==> src/rtl/core/dcb_pkg.sv <==
// ----------------------------------------------------------------------------
// dcb_pkg: shared types and constants of the Crystal Ball evaluator
// Region and register codes, the shift-add log table, the words handed along
// the cell chains.
// ----------------------------------------------------------------------------
package dcb_pkg;

  localparam int MAX_STAGES        = 40;
  localparam int CORDIC_STAGES_DEF = 24;

  // result region, carried as tuser
  typedef enum logic [1:0] {
    REGION_LEFT  = 2'd0,
    REGION_CORE  = 2'd1,
    REGION_RIGHT = 2'd2
  } region_t;

  // configuration register indexes
  typedef enum logic [2:0] {
    CFG_MEAN        = 3'd0,
    CFG_WIDTH       = 3'd1,
    CFG_LEFT_CUT    = 3'd2,
    CFG_LEFT_POWER  = 3'd3,
    CFG_RIGHT_CUT   = 3'd4,
    CFG_RIGHT_POWER = 3'd5
  } cfg_index_t;

  typedef logic [39:0] ln_tab_t [0:MAX_STAGES];

  // ln(1 + 2^-i) in Q.40 for i >= 1, ln 2 at entry zero; series in Q.62
  function automatic ln_tab_t build_ln_tab();
    ln_tab_t            t;
    logic [63:0]        s;
    logic signed [63:0] acc;
    logic [63:0]        term;
    s = '0;
    for (int k = 1; k <= 62; k++) begin
      s = s + ((64'd1 << (62 - k)) / 64'(k));
    end
    t[0] = 40'((s + (64'd1 << 21)) >> 22);
    for (int i = 1; i <= MAX_STAGES; i++) begin
      acc = '0;
      for (int k = 1; i * k <= 62; k++) begin
        term = (64'd1 << (62 - i * k)) / 64'(k);
        if (k % 2 == 1) begin
          acc = acc + $signed(term);
        end else begin
          acc = acc - $signed(term);
        end
      end
      t[i] = 40'(($unsigned(acc) + (64'd1 << 21)) >> 22);
    end
    return t;
  endfunction

  localparam ln_tab_t     LN_TAB = build_ln_tab();
  localparam logic [39:0] LN2    = LN_TAB[0];

  // divider word: dividend bits shift out at the top, quotient bits in below
  typedef struct packed {
    logic        neg;
    logic [47:0] bits;
    logic [30:0] rem;
  } div_word_t;

  typedef struct packed {
    logic [22:0] n;
    logic [40:0] base;
    region_t     region;
  } tail_side_t;

  typedef struct packed {
    logic [63:0] vn;
    logic [63:0] vd;
    logic [5:0]  lzn;
    logic [5:0]  lzd;
    tail_side_t  side;
  } norm_word_t;

  typedef struct packed {
    logic [40:0] m;
    logic [41:0] p;
    logic [40:0] acc;
    logic [5:0]  k;
  } log_lane_t;

  typedef struct packed {
    log_lane_t  ln_num;
    log_lane_t  ln_den;
    tail_side_t side;
  } log_word_t;

  typedef struct packed {
    logic [44:0] rem;
    logic [5:0]  k;
    logic        zero;
    logic        big;
    region_t     region;
  } qd_word_t;

  typedef struct packed {
    logic [39:0] r;
    logic [41:0] y;
    logic [5:0]  k;
    logic        zero;
    logic        big;
    region_t     region;
  } exp_word_t;

endpackage

==> src/rtl/core/dcb_norm_cell.sv <==
// ----------------------------------------------------------------------------
// dcb_norm_cell: one level of the leading-one normalizer
// Shifts both log arguments left by a fixed power of two where the top bits
// are clear and records that bit of the leading-zero count.
// ----------------------------------------------------------------------------
module dcb_norm_cell #(
  parameter int LEVEL = 0
) (
  input  logic                clk,
  input  logic                rst,
  input  logic                en,
  input  logic                in_valid,
  input  dcb_pkg::norm_word_t in_word,
  output logic                out_valid,
  output dcb_pkg::norm_word_t out_word
);
  import dcb_pkg::*;

  localparam int SH  = 32 >> LEVEL;
  localparam int BIT = 5 - LEVEL;

  norm_word_t step;

  // shift each lane where its top SH bits are zero
  always_comb begin
    step = in_word;
    if (in_word.vn[63 -: SH] == '0) begin
      step.vn       = in_word.vn << SH;
      step.lzn[BIT] = 1'b1;
    end
    if (in_word.vd[63 -: SH] == '0) begin
      step.vd       = in_word.vd << SH;
      step.lzd[BIT] = 1'b1;
    end
  end

  always_ff @(posedge clk) begin
    if (rst) begin
      out_valid <= 1'b0;
    end else if (en) begin
      out_valid <= in_valid;
    end
  end

  always_ff @(posedge clk) begin
    if (en) begin
      out_word <= step;
    end
  end

endmodule

==> config.mk <==
export PLATFORM = sky130hd
export DESIGN_NAME = dcb_norm_cell
export DESIGN_NICKNAME = d
export VERILOG_FILES = /design/src/rtl/core/dcb_pkg.sv /design/src/rtl/core/dcb_norm_cell.sv
export SDC_FILE = /design/constraint.sdc
export NUM_CORES = 1
export LEC_CHECK = 0
export BUFFER_PORTS_ARGS = -buffer_cell sky130_fd_sc_hd__buf_2
export CAP_MARGIN = 10
export CELL_PAD_IN_SITES_DETAIL_PLACEMENT = 1
export CELL_PAD_IN_SITES_GLOBAL_PLACEMENT = 2
export CORE_MARGIN = 3
export CORE_UTILIZATION = 26
export DETAILED_ROUTE_END_ITERATION = 6
export PLACE_DENSITY_LB_ADDON = 0.1
export SYNTH_ARGS = -nofsm -noshare
export SYNTH_HDL_FRONTEND = slang
export SYNTH_SLANG_ARGS = --single-unit
==> constraint.sdc <==
create_clock -name clk -period 1.09 [get_ports clk]
set_input_delay 0.0545 -clock clk [delete_from_list [all_inputs] [get_ports clk]]
set_output_delay 0.0545 -clock clk [all_outputs]
set_load 0.005 [all_outputs]
## Word-level counts from Yosys, hierarchy flattened

Index checks and enable logic that the tools add are counted.

- Flip-flop bits (word level): 207
- Bits of input ports: 210
- Output and inout bits: 207
- Word-level logic and storage cells: 16

- Multiplexer cells: 2
- Reduce and logical (&&, ||, !) cells: 2

Operators by type and width:

| kind | number |
|---|---|
| 2-to-1 mux 64 bit | 2 |
| logical NOT 32 bit | 2 |

## Depth between registers and ports, before layout

- Depth after elaboration: 2
- Mapped depth: 5
- Depth with buffers taken out: 3

## Worst setup path after synthesis

Ideal clock, no wire load.

- Kind: input port to flip-flop
- Start point: input in_word[129] (netlist bit)
- End point: register out_word[100] (netlist bit), data pin
- Setup time: 264 ps
- Arrival: 890 ps
- Data required time: 826 ps
- Path slack: -64 ps
- Stages on the path: 5
- Path buffers: 2
- Cell sequence: nor4_1 -> and4_1 -> buf_4 -> buf_2 -> a21boi_0

- Longest elaborated chain between the ends: 1

Ends and longest elaborated chain:

| element | RTL line | source |
|---|---|---|
| from (decl) | dcb_norm_cell.sv:13 | `input dcb_pkg::norm_word_t in_word,` |
| logical NOT 32 bit | dcb_norm_cell.sv:31 | `if (in_word.vd[63 -: SH] == '0) begin` |
| to (signal assigned) | dcb_norm_cell.sv:47 | `out_word <= step;` |
| to (decl) | dcb_norm_cell.sv:15 | `output dcb_pkg::norm_word_t out_word` |

No other way between the ends.
A chain may end at the register's enable or synchronous reset.

## Worst setup path after layout

- Start point: register out_word[175] (netlist bit)
- End point: output out_word[175] (netlist bit)

No word-level cell between the ends.

==> metrics.cfg <==
[setup_path]
slowest_delay_ns=0.40
cp.arrival_ns=1.05
crit_chain=buf_2
crit_slowest_cell=edfxtp_1
path_buf_inv=1
start_kind=flip-flop
endpoint_kind=primary output
cp_top_family=flip-flops
worstSetupPathType=reg -> out
worst-endpoint-required_ns=1.04
path_max_fanout=1

[sta]
fin_crit_sh=1.012
worst_slack_ns=-0.01284
maxSlewHeadroom=0.7813
rsz0062_at_grt=true
tightest_slew_ns=0.3251
fmax_mhz=906.8
finalSetupViolations=6
slew_violations=0
finalClockSkew_ns=0
hold_viol=0
whs_ns=0.2577
layout_min_cycle_time_ns=1.103

[floorplan]
core_region_area_mm2=0.02824
die_y_um=176.8
initial_core_util=0.2685
die-area_mm2=0.03125
pin_count=417
die_w_um=176.8
rows=61

[synth]
synth_top_family_by_area=compound AO/OA/AOI/OAI gates
yosysTopAreaCell=edfxtp_1
seq_area_frac_synth=0.8183
synth_seq_cells=207
synth.area.mux_share=0.001320
avgSynthCellArea_um2=19.60
synth-simple-area-share=0.01831
yosys_warnings=0
synthAdderAreaFrac=0
synth_cells=387
syn_nets=597
synth-compound-area-share=0.1393
synthesis.area_mm2=0.007584
synthTopCellsByArea=edfxtp_1 (82%), a21boi_0 (5.8%), a31o_1 (5.7%), a31o_2 (1.7%), buf_4 (1.4%)
ys_types=14
synth_top_area_frac=0.8157
synth_xor_area_frac=0

[drt]
via_per_inst=4.425
ant_nets=0
drtIter0Drc=201
drc=0
drtPass1Iterations=4
routedWlPerCell_um=19.67
vias=6522
wirelength_mm=29.00

[placement]
dp_hpwl_mm=20.34
place_ws_ns=-0.4783
placed_cell_area_mm2=0.01060
port_buffers=416
gp_congestion=0.7814
dp_cells=1222

[power_and_ir_drop]
cellInternalPower_mw=15.77
ir_drop_v=0.0008511
power_leakage_nw=5.654
seq_power_share=0.477
p_total_mw=20.16
power_switching_mw=4.391
power_density_mw_per_mm2=1493
power_frac_comb=0.122
swShare=0.2178
p_clk_frac=0.400

[global_route]
gr-usage-all-layers=0.1752
grt_overflow=0
antenna_found_initial=1
grt_pass1_wl_mm=42.21
grt_max_degree=43
grt_pass1_vias=7128

[clock_tree]
htreeDepth=1
cts_tree=done
cts_root_buffer=clkbuf_16
insertion_delay_ns=0.50
clock-sinks=207
clock_path_buffers=3
cts_buffers=25
clkTransAtPathRegs_ns=0.06

[finish]
regArea_mm2=0.006206
final_area_mm2=0.01350
nets=1290
layout.cells.non_filler=1474
diodes=0
drive_gt1_frac=0.4954
area_growth_pct=78.04
fill_cells=2953
multi_input_area_mm2=0.001222

[outcome]
status=finished with violations
failed_checks=setup timing

[worst_hold_path]
hp-class=in -> reg

[flow_run]
cap_viol_max_count=0

[cell families after synthesis]
| kind of cell | count (synthesis) |
|---|---|
| flops | 207 |
| compound gates | 130 |
| buf+inv | 28 |
| simple gates | 21 |
| mux | 1 |
[layout make-up]
cell class | instances | area share
tap | 378 | 0.03503
timing repair buffer | 694 | 0.3560
clock buffer | 27 | 0.04689
multi-input combinational | 152 | 0.09054
clock inverter | 16 | 0.01186
sequential | 207 | 0.4596
[stage by stage]
stage,util,TNS [ns]
after floorplan,-,-1.057
after global placement,0.3753,-52.99
after detailed placement,0.3753,-50.22
after CTS,0.4777,-1.611
after global routing,0.4781,-4.690
final,0.4781,-0.04117
[placed cells by master, fill, tap and decap left out, drive strengths merged]
cell,Yosys,layout
edfxtp,206,206
mux2i,1,1
a21o,2,2
clkbuf,2,28
dfxtp,1,1
a31o,64,64
dlygate4sd3,0,209
and4,4,4
nor4,16,16
clkinvlp,0,4
nor2,1,1
a21boi,64,64
buf,26,484
clkinv,0,9
bufinv,0,3
[cell usage after synthesis]
| library cell | count |
|---|---|
| dfxtp_1 | 1 |
| a21o_1 | 2 |
| nor4_1 | 16 |
| clkbuf_1 | 2 |
| and4_1 | 4 |
| buf_4 | 14 |
| a21boi_1 | 5 |
| edfxtp_1 | 206 |
| a31o_2 | 15 |
| mux2i_1 | 1 |
| a21boi_0 | 59 |
| a31o_1 | 49 |
| buf_2 | 12 |
| nor2_1 | 1 |
[power by group through the flow]
| stage | clock network [mW] | logic [mW] | registers (mW) |
|---|---|---|---|
| final | 8.07 | 2.47 | 9.62 |
| after global routing | 8.71 | 2.67 | 9.68 |
| after CTS | 8.35 | 2.48 | 9.62 |
| after detailed placement | 0 | 1.87 | 9.78 |
| after global placement | 0 | 1.84 | 9.76 |
| after floorplan | 0 | 0.193 | 9.87 |
[routing by layer]
metal | GRT usage | share of wire | vias to the layer above
li1 | - | - | 3001
met1 | 0.1870 | 0.36 | 3204
met2 | 0.3266 | 0.53 | 271
met3 | 0.06070 | 0.092 | 46
met4 | 0.04975 | 0.026 | 0
met5 | 0 | 0 | -
[sequential cells by signal (all words and copies together), names as in the netlist]
register and flops:
out_word 206, out_valid 1
[path summary, 6_finish.rpt]
check / startpoint / end / slack (ns) / cells past startpoint
worst max-delay path: out_word[175] / out_word[175] / -0.01 / 1
worst min-delay path: in_word[11] / out_word[11] / 0.26 / 2
worst max register to register: out_valid / out_valid / 0.49 / 2
worst min register to register: out_valid / out_valid / 0.53 / 2
[what timing repair did]
| action | in CTS | in global routing |
|---|---|---|
| hold buffers | 209 | 0 |
| buffers inserted | 0 | 0 |
| endpoints found under the setup margin | 121 | 225 |
| gates resized for setup | 2 | 2 |
| endpoints found under the hold margin | 211 | 0 |
| pin swaps | 0 | 0 |
Note: power is estimated with default switching activity, not from simulation.
