===== config.mk =====
export PLATFORM = sky130hd
export DESIGN_NAME = dcb_div_cell
export DESIGN_NICKNAME = d
export VERILOG_FILES = /design/src/rtl/core/dcb_pkg.sv /design/src/rtl/core/dcb_div_cell.sv
export SDC_FILE = /design/constraint.sdc
export NUM_CORES = 1
export LEC_CHECK = 0
export BUFFER_PORTS_ARGS = -buffer_cell sky130_fd_sc_hd__buf_2
export CAP_MARGIN = 40
export CORE_UTILIZATION = 45
export DETAILED_ROUTE_END_ITERATION = 6
export PLACE_DENSITY = 0.76
export REMOVE_ABC_BUFFERS = 1
export SYNTH_ARGS = -nofsm -noshare
export SYNTH_HDL_FRONTEND = slang
export SYNTH_SLANG_ARGS = --single-unit

===== constraint.sdc =====
create_clock -name clk -period 4.1 [get_ports clk]
set_clock_uncertainty 0.05 [all_clocks]
set_input_delay 0.82 -clock clk [delete_from_list [all_inputs] [get_ports clk]]
set_output_delay 0.82 -clock clk [all_outputs]
set_load 0.005 [all_outputs]

===== src/rtl/core/dcb_pkg.sv =====
// ----------------------------------------------------------------------------
// dcb_pkg: shared types and constants of the Crystal Ball evaluator
// Region and register codes, the shift-add log table, the words handed along
// the cell chains.
// ----------------------------------------------------------------------------
package dcb_pkg;

  localparam int MAX_STAGES        = 40;
  localparam int CORDIC_STAGES_DEF = 24;

  // result region, carried as tuser
  typedef enum logic [1:0] {
    REGION_LEFT  = 2'd0,
    REGION_CORE  = 2'd1,
    REGION_RIGHT = 2'd2
  } region_t;

  // configuration register indexes
  typedef enum logic [2:0] {
    CFG_MEAN        = 3'd0,
    CFG_WIDTH       = 3'd1,
    CFG_LEFT_CUT    = 3'd2,
    CFG_LEFT_POWER  = 3'd3,
    CFG_RIGHT_CUT   = 3'd4,
    CFG_RIGHT_POWER = 3'd5
  } cfg_index_t;

  typedef logic [39:0] ln_tab_t [0:MAX_STAGES];

  // ln(1 + 2^-i) in Q.40 for i >= 1, ln 2 at entry zero; series in Q.62
  function automatic ln_tab_t build_ln_tab();
    ln_tab_t            t;
    logic [63:0]        s;
    logic signed [63:0] acc;
    logic [63:0]        term;
    s = '0;
    for (int k = 1; k <= 62; k++) begin
      s = s + ((64'd1 << (62 - k)) / 64'(k));
    end
    t[0] = 40'((s + (64'd1 << 21)) >> 22);
    for (int i = 1; i <= MAX_STAGES; i++) begin
      acc = '0;
      for (int k = 1; i * k <= 62; k++) begin
        term = (64'd1 << (62 - i * k)) / 64'(k);
        if (k % 2 == 1) begin
          acc = acc + $signed(term);
        end else begin
          acc = acc - $signed(term);
        end
      end
      t[i] = 40'(($unsigned(acc) + (64'd1 << 21)) >> 22);
    end
    return t;
  endfunction

  localparam ln_tab_t     LN_TAB = build_ln_tab();
  localparam logic [39:0] LN2    = LN_TAB[0];

  // divider word: dividend bits shift out at the top, quotient bits in below
  typedef struct packed {
    logic        neg;
    logic [47:0] bits;
    logic [30:0] rem;
  } div_word_t;

  typedef struct packed {
    logic [22:0] n;
    logic [40:0] base;
    region_t     region;
  } tail_side_t;

  typedef struct packed {
    logic [63:0] vn;
    logic [63:0] vd;
    logic [5:0]  lzn;
    logic [5:0]  lzd;
    tail_side_t  side;
  } norm_word_t;

  typedef struct packed {
    logic [40:0] m;
    logic [41:0] p;
    logic [40:0] acc;
    logic [5:0]  k;
  } log_lane_t;

  typedef struct packed {
    log_lane_t  ln_num;
    log_lane_t  ln_den;
    tail_side_t side;
  } log_word_t;

  typedef struct packed {
    logic [44:0] rem;
    logic [5:0]  k;
    logic        zero;
    logic        big;
    region_t     region;
  } qd_word_t;

  typedef struct packed {
    logic [39:0] r;
    logic [41:0] y;
    logic [5:0]  k;
    logic        zero;
    logic        big;
    region_t     region;
  } exp_word_t;

endpackage


===== src/rtl/core/dcb_div_cell.sv =====
// ----------------------------------------------------------------------------
// dcb_div_cell: one quotient bit of the (x - mu) / sigma divider
// Restoring step: shift in one dividend bit, subtract sigma if it fits.
// ----------------------------------------------------------------------------
module dcb_div_cell (
  input  logic                clk,
  input  logic                rst,
  input  logic                en,
  input  logic [30:0]         sg,
  input  logic                in_valid,
  input  dcb_pkg::div_word_t  in_word,
  output logic                out_valid,
  output dcb_pkg::div_word_t  out_word
);
  import dcb_pkg::*;

  logic [31:0] trial;
  logic        fits;
  div_word_t   step;

  // try the subtract on the widened remainder
  always_comb begin
    trial         = {in_word.rem, in_word.bits[47]};
    fits          = (trial >= {1'b0, sg});
    step.neg      = in_word.neg;
    step.bits     = {in_word.bits[46:0], fits};
    step.rem      = fits ? 31'(trial - {1'b0, sg}) : trial[30:0];
  end

  // advance valid
  always_ff @(posedge clk) begin
    if (rst) begin
      out_valid <= 1'b0;
    end else if (en) begin
      out_valid <= in_valid;
    end
  end

  // advance payload
  always_ff @(posedge clk) begin
    if (en) begin
      out_word <= step;
    end
  end

endmodule


# Word level (Yosys, flattened, before mapping)
# Index checks and enable logic that the tools add are counted.
dict set report totals {
  ff_bits 81
  input_bits 115
  wordCells 7
}
dict set report op_classes {
  add_sub_neg 1
  magnitude_cmp 1
  n_mux 1
}
# cell count
set op_table {}
lappend op_table {{32-bit by 31-bit greater-or-equal comparator with 1-bit output} 1}
lappend op_table {{31-bit 2-to-1 mux} 1}
lappend op_table {{31-bit subtractor} 1}

# Logic depth before layout (Yosys ltp)
# Gate-level depths: netlist of the first run.
dict set report logic_depth {
  ltp_word 2
  depth_mapped 13
  mapped_depth_nobuf 12
}

# Worst setup path before layout of the first run
# No wires, ideal clock.
dict set report synth_path {
  path_type {input to register}
  from {in in_word[78] in the netlist's numbering}
  to {reg out_word[27] in the netlist's numbering, data pin}
  setup_ns 0.258
  arrival_ns 2.921
  t_required_ns 3.792
  setup_slack_ns 0.871
  path_stages 12
  cell_sequence {inv_1 ha_1 fa_1 nor2b_1 o31ai_1 a21oi_1 o21ai_0 a211oi_1 nor2_2 buf_6 a2111o_1 o221a_2}
}
# item line_no
set synth_rtl {}
lappend synth_rtl {{start: declaration} dcb_div_cell.sv:11} ;# input dcb_pkg::div_word_t in_word,
lappend synth_rtl {{end signal: assignment} dcb_div_cell.sv:42} ;# out_word <= step;
lappend synth_rtl {{end: declaration} dcb_div_cell.sv:13} ;# output dcb_pkg::div_word_t out_word

==> run metrics, run 1 <==
status=finished, final reports clean; VDD IR-drop max=0.172 mV; DR vias/cell=5.11; most area-consuming cells after synthesis=edfxtp_1, ha_1, o21ai_0, nand2_1, a21oi_1; CTS buffer count=9; Power Total=about 2.2 mW; RSZ-0062 raised after global routing=no; flop2flop setup slack=3480 ps; leading area contributor after synthesis=edfxtp_1; Clock transition at path regs=90 ps; initial DRC count=168; Longest Clk Path Bufs=2; Fmax=~310 MHz; P per Cell Area=367 nW/um^2; sequential area share after synthesis=52.9%; share of layout cells above drive strength 1=approximately 36%; Mean Syn Cell Area=about 11 sq um; total global routing track utilization=21.5%; ys async rst share=0%; Area Growth Syn to Fin=29.1%; Max Slew Vio Count=0; WL per Instance=approximately 15 um; Crit Path Category=input pin to register; DR vias=approximately 3.9k; fin crit share=78.1%; crit-path cells=buf_2, inv_1, ha_1, nand4_1, o22ai_1, a32oi_2, o311a_1, nor3b_1, o21ai_0, a31o_2; Post-DRT Antenna Nets=0; actual slew at the worst max-slew pin=507 ps; setup TNS=0 ps; first-pass GRT wire length=around 17 mm; Clock Sinks=81; count of different cell masters after synthesis=54; #FFs+latches synth=81; number of diodes=0; Routability Congestion=0.827; die width=103 um; commonest non-fill, non-tap cells in the layout=buf_2, edfxtp_1, nand2_1, inv_1, o21ai_0; Synth Cell Area=about 4600 sq um; Cells after Synth=426; H-tree Lvls=3; GRT Residual Overflow=0; Top FF cell, synth=edfxtp_1; Post-DP HPWL=9.10 mm; PostCTS Resize Cnt=0; Worst Path Arrival=3270 ps; I/O Pins=196; DRC viols=0; vias in the first global route=3602; number of port buffers=195; cts hold-fix bufs=0; Core ar.=between 9000 and 10000 sq um; Ys Warns=0; antenna violations before repair=0; Final min period=3200 ps; root buf cell=clkbuf_8; CP Data Required Time=4170 ps; max-cap violations=0; Worst Path Max Fanout=6; CP max-delay cell=o311a_1; Critical Path Source Type=input pin; Worst Setup End Kind=register; Post-synth EDFFs=80; Hold Vio Cnt, Final=0; Setup-failing EPs final=0; Vert. Die Dim=between 100 and 150 um; CTS tree=built; relative slew slack=between 60% and 70%; non-filler instance count after layout=around 760; largest net degree at the start of global routing=53; dpl cells=743; postcts setup bufs=0; die area=10600 sq um; Initial DRT Pass Iterations=4; Final #Nets=~770; Hold Path Class=register to register; most common cell after layout, fill and taps aside=buf_2; Initial Util=46.7%; # rows=36; total wire length=roughly 12 mm; Worst-Skew Late Latency=approximately 360 ps; top cell type's share of synthesized area=52.4%; CP max stage delay=between 400 and 500 ps; P_leak=2.71 nW
==> cell usage after synthesis, drive strengths merged (4+ instances only) <==
cell type	instances
clkbuf	6
inv	44
buf	9
a21o	6
and3	4
nand3	4
nand4	5
a211oi	8
nand2	52
xor2	11
edfxtp	80
a21oi	34
o21ai	41
o31ai	5
and2	4
ha	31
xnor2	12
nor2	17
o21bai	5
nand2b	5
nor2b	4
nor3	4
==> area by class of cell <==
class | count | area [sq um]
clock inverters | 7 | 80.1
multi-input cells | 286 | 1920
well taps | 133 | 166
repair buffers | 199 | 1040
flip-flops and latches | 81 | 2420
clock buffers | 9 | 124
inverters | 44 | 168
fillers | 854 | 3900
==> cell families (layout without fill, tap and decap cells) <==
| kind of cell | Yosys count | in the layout | synth area share (%) |
|---|---|---|---|
| compound gates | 124 | 124 | 17.3 |
| xor+xnor | 23 | 23 | 4.40 |
| fa+ha+maj | 32 | 32 | 8.90 |
| buf+inv | 59 | 259 | 5.43 |
| flops | 81 | 81 | 52.9 |
| mux | 2 | 2 | 0.546 |
| simple gates | 105 | 105 | 10.5 |
==> metal layers <==
metal	wire length [um]	track usage [%]	part of all wire (%)
met1	4660	24.9	41
met2	5660	37.8	49
met3	944	5.90	8.2
met4	241	7.91	2.1
met5	0	0	0
==> flip-flops by register name, summed over array words and instances, names as in the netlist <==
name and count:
out_valid 1, out_word 80
==> worst paths after layout <==
kind         startpoint  cells past startpoint            to
max               sg[3]                     10  out_word[25]
min reg2reg   out_valid                      2     out_valid
max reg2reg   out_valid                      2     out_valid
min           out_valid                      2     out_valid
==> worst max-delay path, delay by kind of cell <==
family                   cells  cell delay, ps
AO/OA/AOI/OAI                5            1410
AND/OR/NAND/NOR              2             550
adder cells (fa/ha/maj)      1             380
buffers and inverters        2             100
==> where the power goes <==
part / total [mW] / leakage, nW / internal [mW] / switching, mW
clock network: 0.601 / 0.101 / 0.287 / 0.314
registers: 1.04 / 0.791 / 1.02 / 0.0215
logic: 0.530 / 1.82 / 0.240 / 0.290
total: 2.17 / 2.71 / 1.55 / 0.625
==> per-stage QoR <==
step	worst slack [ps]	hold WS (ps)	utilization, %	instance area, sq um
final	897	444	60.3	5920
after global routing	653	476	60.3	5920
after CTS	878	448	60.3	5920
after detailed placement	468	425	58.2	5710
after global placement	552	424	57.9	5690
after floorplan	52.1	435	-	4500
(Power assumes the default switching activity.)
==> run 2, diff against run 1 <==
Settings changed: CORE_UTILIZATION 45 to 44, PLACE_DENSITY 0.76 to 0.78.
Clock period 4.1 ns to 2.6 ns, I/O delays scaled along.
==> run 2 against run 1 <==
The flow now finishes with violations (setup timing); worst hold slack got worse by 160 ps; setup slack lost 940 ps; first-iteration DRC count rose by 39%; cell area increased by 19%; clock-buffer cell count increased by 1; critical path type unchanged; wire length increased by 25%; critical path depth unchanged; sequential power increased by 58%; core utilization is 10 points higher; non-clock buffer count grew 105; final cell count rose by 14%; flip-flop and latch count is the same.
==> run metrics, run 2 (same netlist as run 1, synthesis figures left out) <==
Worst Setup End Kind=register (unchanged); Fmax=~380 MHz; number of diodes=0 (unchanged); I/O Pins=196 (unchanged); Clock transition at path regs=70 ps (was 90 ps); Crit Path Category=input pin to register (unchanged); largest net degree at the start of global routing=28 (was 53); Clock Sinks=81 (unchanged); CTS buffer count=9 (unchanged); Register Area=2420 sq um (unchanged); Vert. Die Dim=104 um (was 103 um); H-tree Lvls=3 (unchanged); Final min period=2640 ps; Initial Util=46.0% (was 46.7%); Largest Register=out_word (unchanged); Worst-Skew Late Latency=340 ps (was 360 ps); R2R cell count=2 (unchanged); fin crit share=101%; Setup-failing EPs final=1 (was 0); Top Registers=out_word x80, out_valid x1 (unchanged); total wire length=14.4 mm (was 11.5 mm); Hold Vio Cnt, Final=0 (unchanged); vias in the first global route=4426 (was 3602); relative slew slack=60.9% (was 65.8%); DR vias=4451 (was 3879); initial DRC count=233 (was 168); # rows=36 (unchanged); P_leak=3.26 nW (was 2.71 nW); pre-CTS worst setup slack=-655 ps (was 468 ps); FILL cells=748 (was 854); max-cap violations=0 (unchanged); fin worst setup slack=-38.2 ps (was 897 ps); Initial DRT Pass Iterations=5 (was 4); Worst Path Max Fanout=3 (was 6); DRC viols=0 (unchanged); Max Slew Vio Count=0 (unchanged); die area=10800 sq um (was 10600 sq um); failing checks=setup timing; total global routing track utilization=25.3% (was 21.5%); Critical Path Source Type=input pin (unchanged); CP Data Required Time=2650 ps (was 4170 ps); commonest non-fill, non-tap cells in the layout=buf_2, buf_4, edfxtp_1, nand2_1, inv_1 (was buf_2, edfxtp_1, nand2_1, inv_1, o21ai_0); CTS tree=built (unchanged); WL per Instance=16.7 um (was 15.2 um); Worst Path Arrival=2690 ps (was 3270 ps); status=finished, violations left (was finished, final reports clean); Core ar.=9950 sq um (was 9820 sq um); number of port buffers=195 (unchanged); Area Growth Syn to Fin=53.4% (was 29.1%); die width=104 um (was 103 um); max reg flops=80 (unchanged); Final #Nets=873 (was 768); most common cell after layout, fill and taps aside=buf_2 (unchanged); Post-DP HPWL=10.3 mm (was 9.10 mm); P per Cell Area=527 nW/um^2 (was 367 nW/um^2); first-pass GRT wire length=21.4 mm (was 17.0 mm); Util after Layout=70.6% (was 60.3%); DR vias/cell=5.16 (was 5.11); Post-DRT Antenna Nets=0 (unchanged); VDD IR-drop max=0.272 mV (was 0.172 mV); antenna violations before repair=0 (unchanged); multi-input logic area=2210 sq um (was 1920 sq um); actual slew at the worst max-slew pin=581 ps (was 507 ps); Routability Congestion=0.839 (was 0.827); share of layout cells above drive strength 1=50.8% (was 35.8%); Hold Path Class=input pin to register (was register to register); RSZ-0062 raised after global routing=yes (was no); root buf cell=clkbuf_8 (unchanged); hold depth=2 (unchanged); GRT Residual Overflow=0 (unchanged); Longest Clk Path Bufs=2 (unchanged); cts hold-fix bufs=0 (unchanged)
==> run 2: cell types whose count changed in the layout (fill, tap and decap cells not counted), moves of 4 or more <==
cell / change
buf_4: +101
o21ai_0: -6
buf_2: -4
buf_6: +6
a211oi_1: -4
a21oi_1: -9
a21oi_2: +9
ha_1: -10
a211oi_2: +4
o21ai_1: +5
ha_4: +8
==> run 2: path summary, 6_finish.rpt <==
| kind | start | to | slack, ps |
|---|---|---|---|
| worst max-delay path | sg[1] | out_word[27] | -40 |
| worst min-delay path | rst | out_valid | 280 |
| worst max register to register | out_valid | out_valid | 1890 |
| worst min register to register | out_valid | out_valid | 500 |
==> run 2: critical path, stage by stage <==
cell      delay (ps)
buf_2            130
inv_1             60
ha_1             320
a21oi_2          210
o22ai_2          140
a32oi_2          320
o31ai_4          100
a221o_1          360
a2111o_1         410
o221a_2          120
==> run 2: cell type report <==
class / instances / share of cell area [%]
sequential: 81 / 34.5
multi-input combinational: 286 / 31.5
timing repair buffer: 304 / 26.6
inverter: 44 / 2.46
tap: 133 / 2.37
clock buffer: 10 / 1.82
clock inverter: 5 / 0.801
==> run 2: through the flow <==
step	setup TNS, ps	area, sq um	instances	power (mW)	hold slack (ps)
final	-38.2	7030	863	3.71	281
after global placement	-14840	6330	828	2.63	429
after global routing	-507	7030	863	3.88	263
after floorplan	-31380	4500	411	2.13	435
after detailed placement	-17560	6330	828	2.66	502
after CTS	-17.5	6780	855	3.62	276
==> run 2: timing repair <==
| item | in CTS | in global routing |
|---|---|---|
| pin swaps | 16 | 32 |
| buffers inserted | 12 | 8 |
| gates resized for setup | 38 | 39 |
| setup endpoints to repair | 32 | 31 |
==> run 2: routing by layer <==
metal  track usage, %  wire (um)  vias up
li1                 -          -     2156
met1             28.9       5600     2066
met2             46.1       7510      191
met3             6.02        863       38
met4             8.27        440        0
met5                0          0        -
==> run 2: report_power, final <==
| group | total (mW) | internal (mW) | switching, mW |
|---|---|---|---|
| combinational | 1.16 | 0.591 | 0.567 |
| clock | 0.904 | 0.439 | 0.465 |
| sequential | 1.64 | 1.61 | 0.0357 |
