==> src/rtl/core/dcb_pkg.sv <==
// ----------------------------------------------------------------------------
// dcb_pkg: shared types and constants of the Crystal Ball evaluator
// Region and register codes, the shift-add log table, the words handed along
// the cell chains.
// ----------------------------------------------------------------------------
package dcb_pkg;

  localparam int MAX_STAGES        = 40;
  localparam int CORDIC_STAGES_DEF = 24;

  // result region, carried as tuser
  typedef enum logic [1:0] {
    REGION_LEFT  = 2'd0,
    REGION_CORE  = 2'd1,
    REGION_RIGHT = 2'd2
  } region_t;

  // configuration register indexes
  typedef enum logic [2:0] {
    CFG_MEAN        = 3'd0,
    CFG_WIDTH       = 3'd1,
    CFG_LEFT_CUT    = 3'd2,
    CFG_LEFT_POWER  = 3'd3,
    CFG_RIGHT_CUT   = 3'd4,
    CFG_RIGHT_POWER = 3'd5
  } cfg_index_t;

  typedef logic [39:0] ln_tab_t [0:MAX_STAGES];

  // ln(1 + 2^-i) in Q.40 for i >= 1, ln 2 at entry zero; series in Q.62
  function automatic ln_tab_t build_ln_tab();
    ln_tab_t            t;
    logic [63:0]        s;
    logic signed [63:0] acc;
    logic [63:0]        term;
    s = '0;
    for (int k = 1; k <= 62; k++) begin
      s = s + ((64'd1 << (62 - k)) / 64'(k));
    end
    t[0] = 40'((s + (64'd1 << 21)) >> 22);
    for (int i = 1; i <= MAX_STAGES; i++) begin
      acc = '0;
      for (int k = 1; i * k <= 62; k++) begin
        term = (64'd1 << (62 - i * k)) / 64'(k);
        if (k % 2 == 1) begin
          acc = acc + $signed(term);
        end else begin
          acc = acc - $signed(term);
        end
      end
      t[i] = 40'(($unsigned(acc) + (64'd1 << 21)) >> 22);
    end
    return t;
  endfunction

  localparam ln_tab_t     LN_TAB = build_ln_tab();
  localparam logic [39:0] LN2    = LN_TAB[0];

  // divider word: dividend bits shift out at the top, quotient bits in below
  typedef struct packed {
    logic        neg;
    logic [47:0] bits;
    logic [30:0] rem;
  } div_word_t;

  typedef struct packed {
    logic [22:0] n;
    logic [40:0] base;
    region_t     region;
  } tail_side_t;

  typedef struct packed {
    logic [63:0] vn;
    logic [63:0] vd;
    logic [5:0]  lzn;
    logic [5:0]  lzd;
    tail_side_t  side;
  } norm_word_t;

  typedef struct packed {
    logic [40:0] m;
    logic [41:0] p;
    logic [40:0] acc;
    logic [5:0]  k;
  } log_lane_t;

  typedef struct packed {
    log_lane_t  ln_num;
    log_lane_t  ln_den;
    tail_side_t side;
  } log_word_t;

  typedef struct packed {
    logic [44:0] rem;
    logic [5:0]  k;
    logic        zero;
    logic        big;
    region_t     region;
  } qd_word_t;

  typedef struct packed {
    logic [39:0] r;
    logic [41:0] y;
    logic [5:0]  k;
    logic        zero;
    logic        big;
    region_t     region;
  } exp_word_t;

endpackage

==> src/rtl/core/dcb_exp_cell.sv <==
// ----------------------------------------------------------------------------
// dcb_exp_cell: one shift-add step of the exponential
// Takes ln(1 + 2^-STAGE) off the residue where it fits and grows y to match.
// ----------------------------------------------------------------------------
module dcb_exp_cell #(
  parameter int STAGE = 1
) (
  input  logic               clk,
  input  logic               rst,
  input  logic               en,
  input  logic               in_valid,
  input  dcb_pkg::exp_word_t in_word,
  output logic               out_valid,
  output dcb_pkg::exp_word_t out_word
);
  import dcb_pkg::*;

  exp_word_t step;

  always_comb begin
    step = in_word;
    if (in_word.r >= LN_TAB[STAGE]) begin
      step.r = in_word.r - LN_TAB[STAGE];
      step.y = in_word.y + (in_word.y >> STAGE);
    end
  end

  always_ff @(posedge clk) begin
    if (rst) begin
      out_valid <= 1'b0;
    end else if (en) begin
      out_valid <= in_valid;
    end
  end

  always_ff @(posedge clk) begin
    if (en) begin
      out_word <= step;
    end
  end

endmodule

==> config.mk <==
export PLATFORM = sky130hd
export DESIGN_NAME = dcb_exp_cell
export DESIGN_NICKNAME = d
export VERILOG_FILES = /design/src/rtl/core/dcb_pkg.sv /design/src/rtl/core/dcb_exp_cell.sv
export SDC_FILE = /design/constraint.sdc
export NUM_CORES = 1
export LEC_CHECK = 0
export BUFFER_PORTS_ARGS = -buffer_cell sky130_fd_sc_hd__buf_2
export CAP_MARGIN = 0
export CORE_MARGIN = 4
export CORE_UTILIZATION = 45
export DETAILED_ROUTE_END_ITERATION = 8
export MAX_ROUTING_LAYER = met4
export PLACE_DENSITY = 0.77
export SYNTH_ARGS = -nofsm -noshare
export SYNTH_HDL_FRONTEND = slang
export SYNTH_SLANG_ARGS = --single-unit
==> constraint.sdc <==
create_clock -name clk -period 10.2 [get_ports clk]
set_input_delay 1.02 -clock clk [delete_from_list [all_inputs] [get_ports clk]]
set_output_delay 1.02 -clock clk [all_outputs]
set_load 0.01 [all_outputs]
## Word-level counts from Yosys, hierarchy flattened

Cells that the tools add are included.

| word-level totals | value |
|---|---|
| flip-flop bits (word level) | 93 |
| input bits | 96 |
| word-level logic and storage cells | 11 |

| cells by class | value |
|---|---|
| add/subtract/negate cells | 2 |
| order comparisons | 1 |
| multiplexer cells | 1 |

Operators by type and width:

| operator | count |
|---|---|
| two-way mux 82 bit | 1 |
| adder 42 x 41 -> 42 bit | 1 |
| greater-or-equal comparator 40 x 39 -> 1 bit (second input constant) | 1 |
| subtractor 40 x 39 -> 40 bit (second input constant) | 1 |

## Longest topological paths before layout

Gate-level depths: netlist of the first run.

| logic depth | value |
|---|---|
| depth after elaboration | 2 |
| mapped depth | 12 |

## Worst setup path after synthesis of the first run

Ideal clock, no wire load.

| timing path | value |
|---|---|
| path kind | input to register |
| from | input in_word[10] in the netlist's numbering |
| to | register out_word[46] in the netlist's numbering (data pin) |
| arrival | 3.624 ns |
| required time | 9.936 ns |
| setup slack | 6.312 ns |
| stages | 12 |
| buffers on the path | 0 |
| cell sequence | ha_1 > inv_1 > fa_1 > nand2b_1 > a21oi_2 > o41ai_2 > o31ai_4 > a41oi_2 > or4_4 > a211o_1 > a211oi_1 > nor3_2 |

RTL lines:

| element | line | RTL |
|---|---|---|
| from (decl) | dcb_exp_cell.sv:12 | `input dcb_pkg::exp_word_t in_word,` |
| to (signal assigned) | dcb_exp_cell.sv:38 | `out_word <= step;` |
| to (decl) | dcb_exp_cell.sv:14 | `output dcb_pkg::exp_word_t out_word` |

==> run summary, run 1 <==
Result of the run -> completed
Pin count of the biggest net entering global routing -> 68
Number of buffers added by the clock tree synthesis step -> 9
Crit path time final -> 3.91 ns
Fraction of final layout cells with drive strength greater than 1 -> 27.6%
Drt pass-1 iters -> 7
Die outline width -> 125 µm
Post-Syn Nets -> 763
Top library cells by usage in the layout, fill and taps aside -> 187 x sky130_fd_sc_hd__buf_2, 92 x sky130_fd_sc_hd__edfxtp_1, 72 x sky130_fd_sc_hd__nand2_1, 68 x sky130_fd_sc_hd__a21oi_1, 65 x sky130_fd_sc_hd__nor2_1
Launch instance of the worst register-to-register path -> out_valid
Worst flop-to-flop path endpoint -> out_valid
Fmax -> 256 MHz
Worst slack, placed -> 5.95 ns
Required time worst endpoint -> 10.29 ns
Initial DRC Count -> 381
DRC violations left -> 0
First-pass GRT wire length -> 25.2 mm
Combined global-route utilization of all metal layers -> 20.0%
Quantity of hold-fixing buffers added after cts -> 0
Vias in the first global route -> 5148
Design Power -> 1.12 mW
Area Overhead vs Synth -> 22.7%
TritonCTS clock tree -> yes
Most frequently used flop master after synthesis -> sky130_fd_sc_hd__edfxtp_1
Highest ir drop seen on vdd -> 0.0659 mV
Half-perimeter wire length of the detailed placement result -> 12.1 mm
Average cell area after synthesis -> 9.90 µm²
Vias per std cell -> 5.50
Setup violations, final -> 0
DIE HEIGHT -> 125 µm
Netlist cell types -> 59
Sum of buffers and inverters on the critical path -> 2
Number of ports placed on the die boundary -> 189
Cell depth of the worst min-delay path -> 2
Final number of hold-violating endpoints -> 0
Synth area leaders -> sky130_fd_sc_hd__edfxtp_1 45%, sky130_fd_sc_hd__ha_1 8.5%, sky130_fd_sc_hd__a21oi_1 5.5%
Hold path startpoint -> out_valid
Crit path arrival time -> 4.00 ns
Slowest cell on the critical path -> sky130_fd_sc_hd__or4_4
Gate Count Post-Synth -> 624
Ordered list of cells on the worst path -> buf_2, ha_1, inv_1, fa_1, nand2b_1, a21oi_2, o41ai_2, o31ai_4, a41oi_2, or4_4, a211o_1, a211oi_1, nor3_2
Worst Path Max Fanout -> 4
Most common cell after layout, fill and taps aside -> sky130_fd_sc_hd__buf_2
Class of the worst hold path -> reg -> reg
Via Count -> 5433
Worst reg-to-reg setup slack -> 9.59 ns
Final design instance area without fill -> 7580 µm²
Grt total ovfl -> 0
Category of the critical setup timing path -> in -> reg
Post-cts resize count -> 0
RSZ-0062 raised after global routing -> no
# Max-Cap Violations -> 0
Final GP Congestion -> 0.891
Async SR Flop Fraction -> 0%
Count of flip-flops with a built-in enable after synthesis -> 92
Total negative slack -> 0 ns
#FFs+latches synth -> 93
Clock transition at path regs -> 0.08 ns
Sink Count -> 93
Number of buffers inserted by post-CTS setup repair -> 0
Worst slew margin -> 48.2%
Clock latency of the later-clocked register in the worst-skew pair -> 0.33 ns
Routed wire length -> 15.7 mm
LEAKAGE -> 3.29 nW
Fin. max-slew vios -> 0
Number of H-tree branching levels -> 3
Placeable core area -> 13300 µm²
Endpoint type of the worst setup path -> flop
Antenna Nets Post-Route -> 0
Count of cells along the worst register-to-register path -> 2
Cell type with the largest total area after synthesis -> sky130_fd_sc_hd__edfxtp_1
Transition time of the tightest slew-check pin -> 0.778 ns
Placed instance area -> 7300 µm²
Total number of yosys warnings -> 0
Cell family with the largest share of critical-path delay -> compound AO/OA/AOI/OAI gates
Power per standard cell area -> 148 nW/µm²
Crit share post-route -> 38.3%
Clk root buf -> sky130_fd_sc_hd__clkbuf_16
Layout Nets -> 946
Final Hold Slack -> 0.515 ns
IO buf count -> 188
Die footprint -> 15700 µm²
Diodes inserted -> 0
Final worst slack -> 6.29 ns
Kind of launch point of the worst setup path -> input port
Delay of the slowest cell on the worst path -> 0.46 ns
Hold path endpoint -> out_valid
Proportion of netlist area held by the largest area contributor -> 44.7%
CP Depth -> 13
Largest clock skew in the final design -> 0 ns
Post-synthesis sequential area ratio -> 45.0%
Initial antenna violation count -> 0
Starting Density -> 46.3%
Area of the mapped netlist -> 6180 µm²
Clock tree buffer depth -> 2
Final routed wire length divided by cell count -> 15.9 µm
Cell Rows -> 42
==> layer usage <==
layer / wire length, µm / track usage [%]
met5: 0 / -
met4: 201 / 5.29
met3: 1200 / 3.62
met2: 7610 / 33.2
met1: 6730 / 25.3
==> Yosys cell counts (4+ instances only) <==
cell / n
sky130_fd_sc_hd__and2_1: 6
sky130_fd_sc_hd__nand3_1: 13
sky130_fd_sc_hd__o311ai_0: 4
sky130_fd_sc_hd__and3_1: 11
sky130_fd_sc_hd__nor2_1: 65
sky130_fd_sc_hd__buf_2: 10
sky130_fd_sc_hd__ha_1: 42
sky130_fd_sc_hd__nand4_1: 7
sky130_fd_sc_hd__nand2b_1: 6
sky130_fd_sc_hd__a21o_1: 16
sky130_fd_sc_hd__a31oi_1: 5
sky130_fd_sc_hd__xnor2_1: 36
sky130_fd_sc_hd__o31ai_1: 6
sky130_fd_sc_hd__a21oi_1: 68
sky130_fd_sc_hd__clkbuf_1: 7
sky130_fd_sc_hd__inv_1: 14
sky130_fd_sc_hd__o21ai_0: 32
sky130_fd_sc_hd__a211oi_1: 5
sky130_fd_sc_hd__o21a_1: 4
sky130_fd_sc_hd__edfxtp_1: 92
sky130_fd_sc_hd__xor2_1: 29
sky130_fd_sc_hd__nand2_1: 72
sky130_fd_sc_hd__o21bai_1: 7
sky130_fd_sc_hd__nor3_1: 11
==> worst max path at each step <==
stage          slack, ns        start           end
4_1_cts             6.30  in_word[11]  out_word[46]
6_report            6.29  in_word[11]  out_word[46]
3_3_place_gp        6.03  in_word[11]  out_word[46]
2_1_floorplan       6.31  in_word[10]  out_word[46]
5_1_grt             6.05  in_word[74]  out_word[69]
3_5_place_dp        5.95  in_word[11]  out_word[46]
==> state kept, by name, summed over array words and instances (netlist names) <==
signal and flops:
out_valid 1, out_word 92
==> worst min-delay path, cell delays in order (launching register included) <==
cell and delay [ns]:
sky130_fd_sc_hd__dfxtp_1 0.33, sky130_fd_sc_hd__mux2i_1 0.07, sky130_fd_sc_hd__nor2_1 0.08
==> cells by family (layout without fill, tap and decap cells) <==
kind of cell               count (synthesis)  after routing  synth area share (%)
AOI/OAI and AO/OA                        176            176                  18.4
DFF                                       93             93                  45.0
xor gates and xnor gates                  65             65                  9.21
buffers and inverters                     33            221                  2.21
and+or+nand+nor                          211            211                  15.9
adders and majority gates                 43             43                  8.83
muxes                                      3              3                 0.486
==> per-stage QoR <==
step	instances	util (%)
global route	988	56.8
detailed placement	972	54.7
CTS	988	56.8
global placement	972	54.7
floorplan	624	-
finish	988	56.8
==> cell type report <==
type	count	area (µm²)
inverter	14	52.6
clock buffer	9	225
multi-input combinational	498	3280
fill	1201	5760
sequential	93	2780
timing repair buffer	191	966
clock inverter	7	62.6
tap	176	220
==> where the power goes <==
part | leakage, nW | switching [mW] | internal, mW
clock network | 0.145 | 0.160 | 0.172
logic | 2.24 | 0.178 | 0.125
registers | 0.909 | 0.0110 | 0.476
Power figures use the tool's default switching activity.
==> run 2: changes to the inputs <==
==> constraint.sdc (replaced) <==
create_clock -name clk -period 4 [get_ports clk]
set_input_delay 0.4 -clock clk [delete_from_list [all_inputs] [get_ports clk]]
set_output_delay 0.4 -clock clk [all_outputs]
set_load 0.01 [all_outputs]
==> run 2 against run 1 <==
Against the previous run: sequential cell count unchanged; cell count up 0.40%; first-iteration DRC count up 13%; final area up 0.46%; via count up 0.39%; non-clock buffer count up 4; critical path type unchanged; clock power rose to 2.5 times the previous value; global-route usage down 0.27 points.
==> run summary, run 2 (synthesis gave the netlist of run 1 again) <==
Initial antenna violation count -> 0
Final number of hold-violating endpoints -> 0
IO buf count -> 188
Number of buffers inserted by post-CTS setup repair -> 0
Class of the worst hold path -> in -> reg
Fmax -> 305 MHz
Filler-free cell count of the finished design -> 992
Die outline width -> 125 µm
Crit share post-route -> 82.0%
Power per standard cell area -> 375 nW/µm²
Final Hold Slack -> 0.207 ns
Diodes inserted -> 0
Highest ir drop seen on vdd -> 0.199 mV
Vias per std cell -> 5.50
Worst Path Max Fanout -> 4
Grt total ovfl -> 0
Crit path time final -> 3.28 ns
Worst slack, placed -> 0.372 ns
Transition time of the tightest slew-check pin -> 0.782 ns
DP Cell Count -> 976
Starting Density -> 46.3%
Max FFs per register -> 92
Relative contribution of combinational cells to total power -> 27.0%
Net Switching -> 0.874 mW
Registers with the most flip-flops -> out_word x92, out_valid x1
Sequential cell area in the final layout -> 2780 µm²
Final worst slack -> 0.721 ns
Core utilization of the finished layout -> 57.1%
Via Count -> 5454
Clock share of power -> 29.5%
Placed instance area -> 7330 µm²
First-pass GRT wire length -> 24.7 mm
Drt pass-1 iters -> 6
Die footprint -> 15700 µm²
Number of H-tree branching levels -> 3
Area Overhead vs Synth -> 23.3%
Most common cell after layout, fill and taps aside -> sky130_fd_sc_hd__buf_2
Top library cells by usage in the layout, fill and taps aside -> 187 x sky130_fd_sc_hd__buf_2, 92 x sky130_fd_sc_hd__edfxtp_1, 72 x sky130_fd_sc_hd__nand2_1, 68 x sky130_fd_sc_hd__a21oi_1, 65 x sky130_fd_sc_hd__nor2_1
Clock latency of the later-clocked register in the worst-skew pair -> 0.34 ns
RSZ-0062 raised after global routing -> no
Clk root buf -> sky130_fd_sc_hd__clkbuf_16
DRC violations left -> 0
Final design instance area without fill -> 7620 µm²
Sink Count -> 93
Sequential share of power -> 43.5%
Fin. max-slew vios -> 0
Category of the critical setup timing path -> in -> reg
Clock tree buffer depth -> 2
Kind of launch point of the worst setup path -> input port
Worst slew margin -> 47.2%
Required time worst endpoint -> 4.10 ns
Endpoint type of the worst setup path -> flop
Fraction of power spent switching nets -> 30.6%
Top register by number of flip-flops -> out_word
Result of the run -> completed
Antenna Nets Post-Route -> 0
Number of buffers added by the clock tree synthesis step -> 9
Final GP Congestion -> 0.905
TritonCTS clock tree -> yes
Cell Rows -> 42
Layout Nets -> 950
Crit path arrival time -> 3.38 ns
# Max-Cap Violations -> 0
Combined global-route utilization of all metal layers -> 19.7%
Vias in the first global route -> 4988
Number of ports placed on the die boundary -> 189
Final routed wire length divided by cell count -> 15.7 µm
Area of the multi-input gates -> 3280 µm²
Initial DRC Count -> 429
Routed wire length -> 15.6 mm
Filler instances -> 1190
Setup violations, final -> 0
Internal power consumption -> 1.99 mW
Clock transition at path regs -> 0.08 ns
Quantity of hold-fixing buffers added after cts -> 0
Fraction of final layout cells with drive strength greater than 1 -> 27.9%
LEAKAGE -> 3.31 nW
Post-cts resize count -> 0
DIE HEIGHT -> 125 µm
Largest clock skew in the final design -> 0 ns
Total negative slack -> 0 ns
Placeable core area -> 13300 µm²
Design Power -> 2.86 mW
Pin count of the biggest net entering global routing -> 61
Half-perimeter wire length of the detailed placement result -> 12.2 mm
-- run 2: worst paths after layout --
kind / cells after the start / slack, ns / endpoint / from
worst max-delay path: 13 / 0.72 / out_word[46] / in_word[11]
worst min-delay path: 2 / 0.21 / out_valid / rst
worst max register to register: 2 / 3.40 / out_valid / out_valid
worst min register to register: 2 / 0.50 / out_valid / out_valid
-- run 2: per-layer routing --
layer  vias up  part of all wire (%)  global-route usage, %
met5         -                     0                      -
met4         0                   1.4                   6.31
met3        31                   7.7                   3.24
met2       234                    47                   32.1
met1      2495                    43                   25.3
li1       2694                     -                      -
-- run 2: power groups by stage --
stage / registers, mW / logic (mW) / clock network (mW)
6_report: 1.25 / 0.771 / 0.844
5_1_grt: 1.26 / 0.853 / 0.904
4_1_cts: 1.25 / 0.773 / 0.867
3_5_place_dp: 1.27 / 0.769 / 0
3_3_place_gp: 1.26 / 0.761 / 0
2_1_floorplan: 1.33 / 0.412 / 0
-- run 2: cell type report --
type                       count  area share, %
tap                          176           2.89
timing repair buffer         195           13.1
inverter                      14          0.690
multi-input combinational    498           43.0
clock buffer                  10           3.14
sequential                    93           36.5
clock inverter                 6          0.706
-- run 2: critical path, stage by stage --
cell and delay (ns):
sky130_fd_sc_hd__buf_2 0.11, sky130_fd_sc_hd__ha_1 0.16, sky130_fd_sc_hd__inv_1 0.05, sky130_fd_sc_hd__fa_1 0.37, sky130_fd_sc_hd__nand2b_1 0.20, sky130_fd_sc_hd__a21oi_2 0.22
sky130_fd_sc_hd__o41ai_2 0.15, sky130_fd_sc_hd__o31ai_4 0.35, sky130_fd_sc_hd__a41oi_2 0.22, sky130_fd_sc_hd__or4_4 0.47, sky130_fd_sc_hd__a211o_1 0.32, sky130_fd_sc_hd__a211oi_1 0.27
sky130_fd_sc_hd__nor3_2 0.07
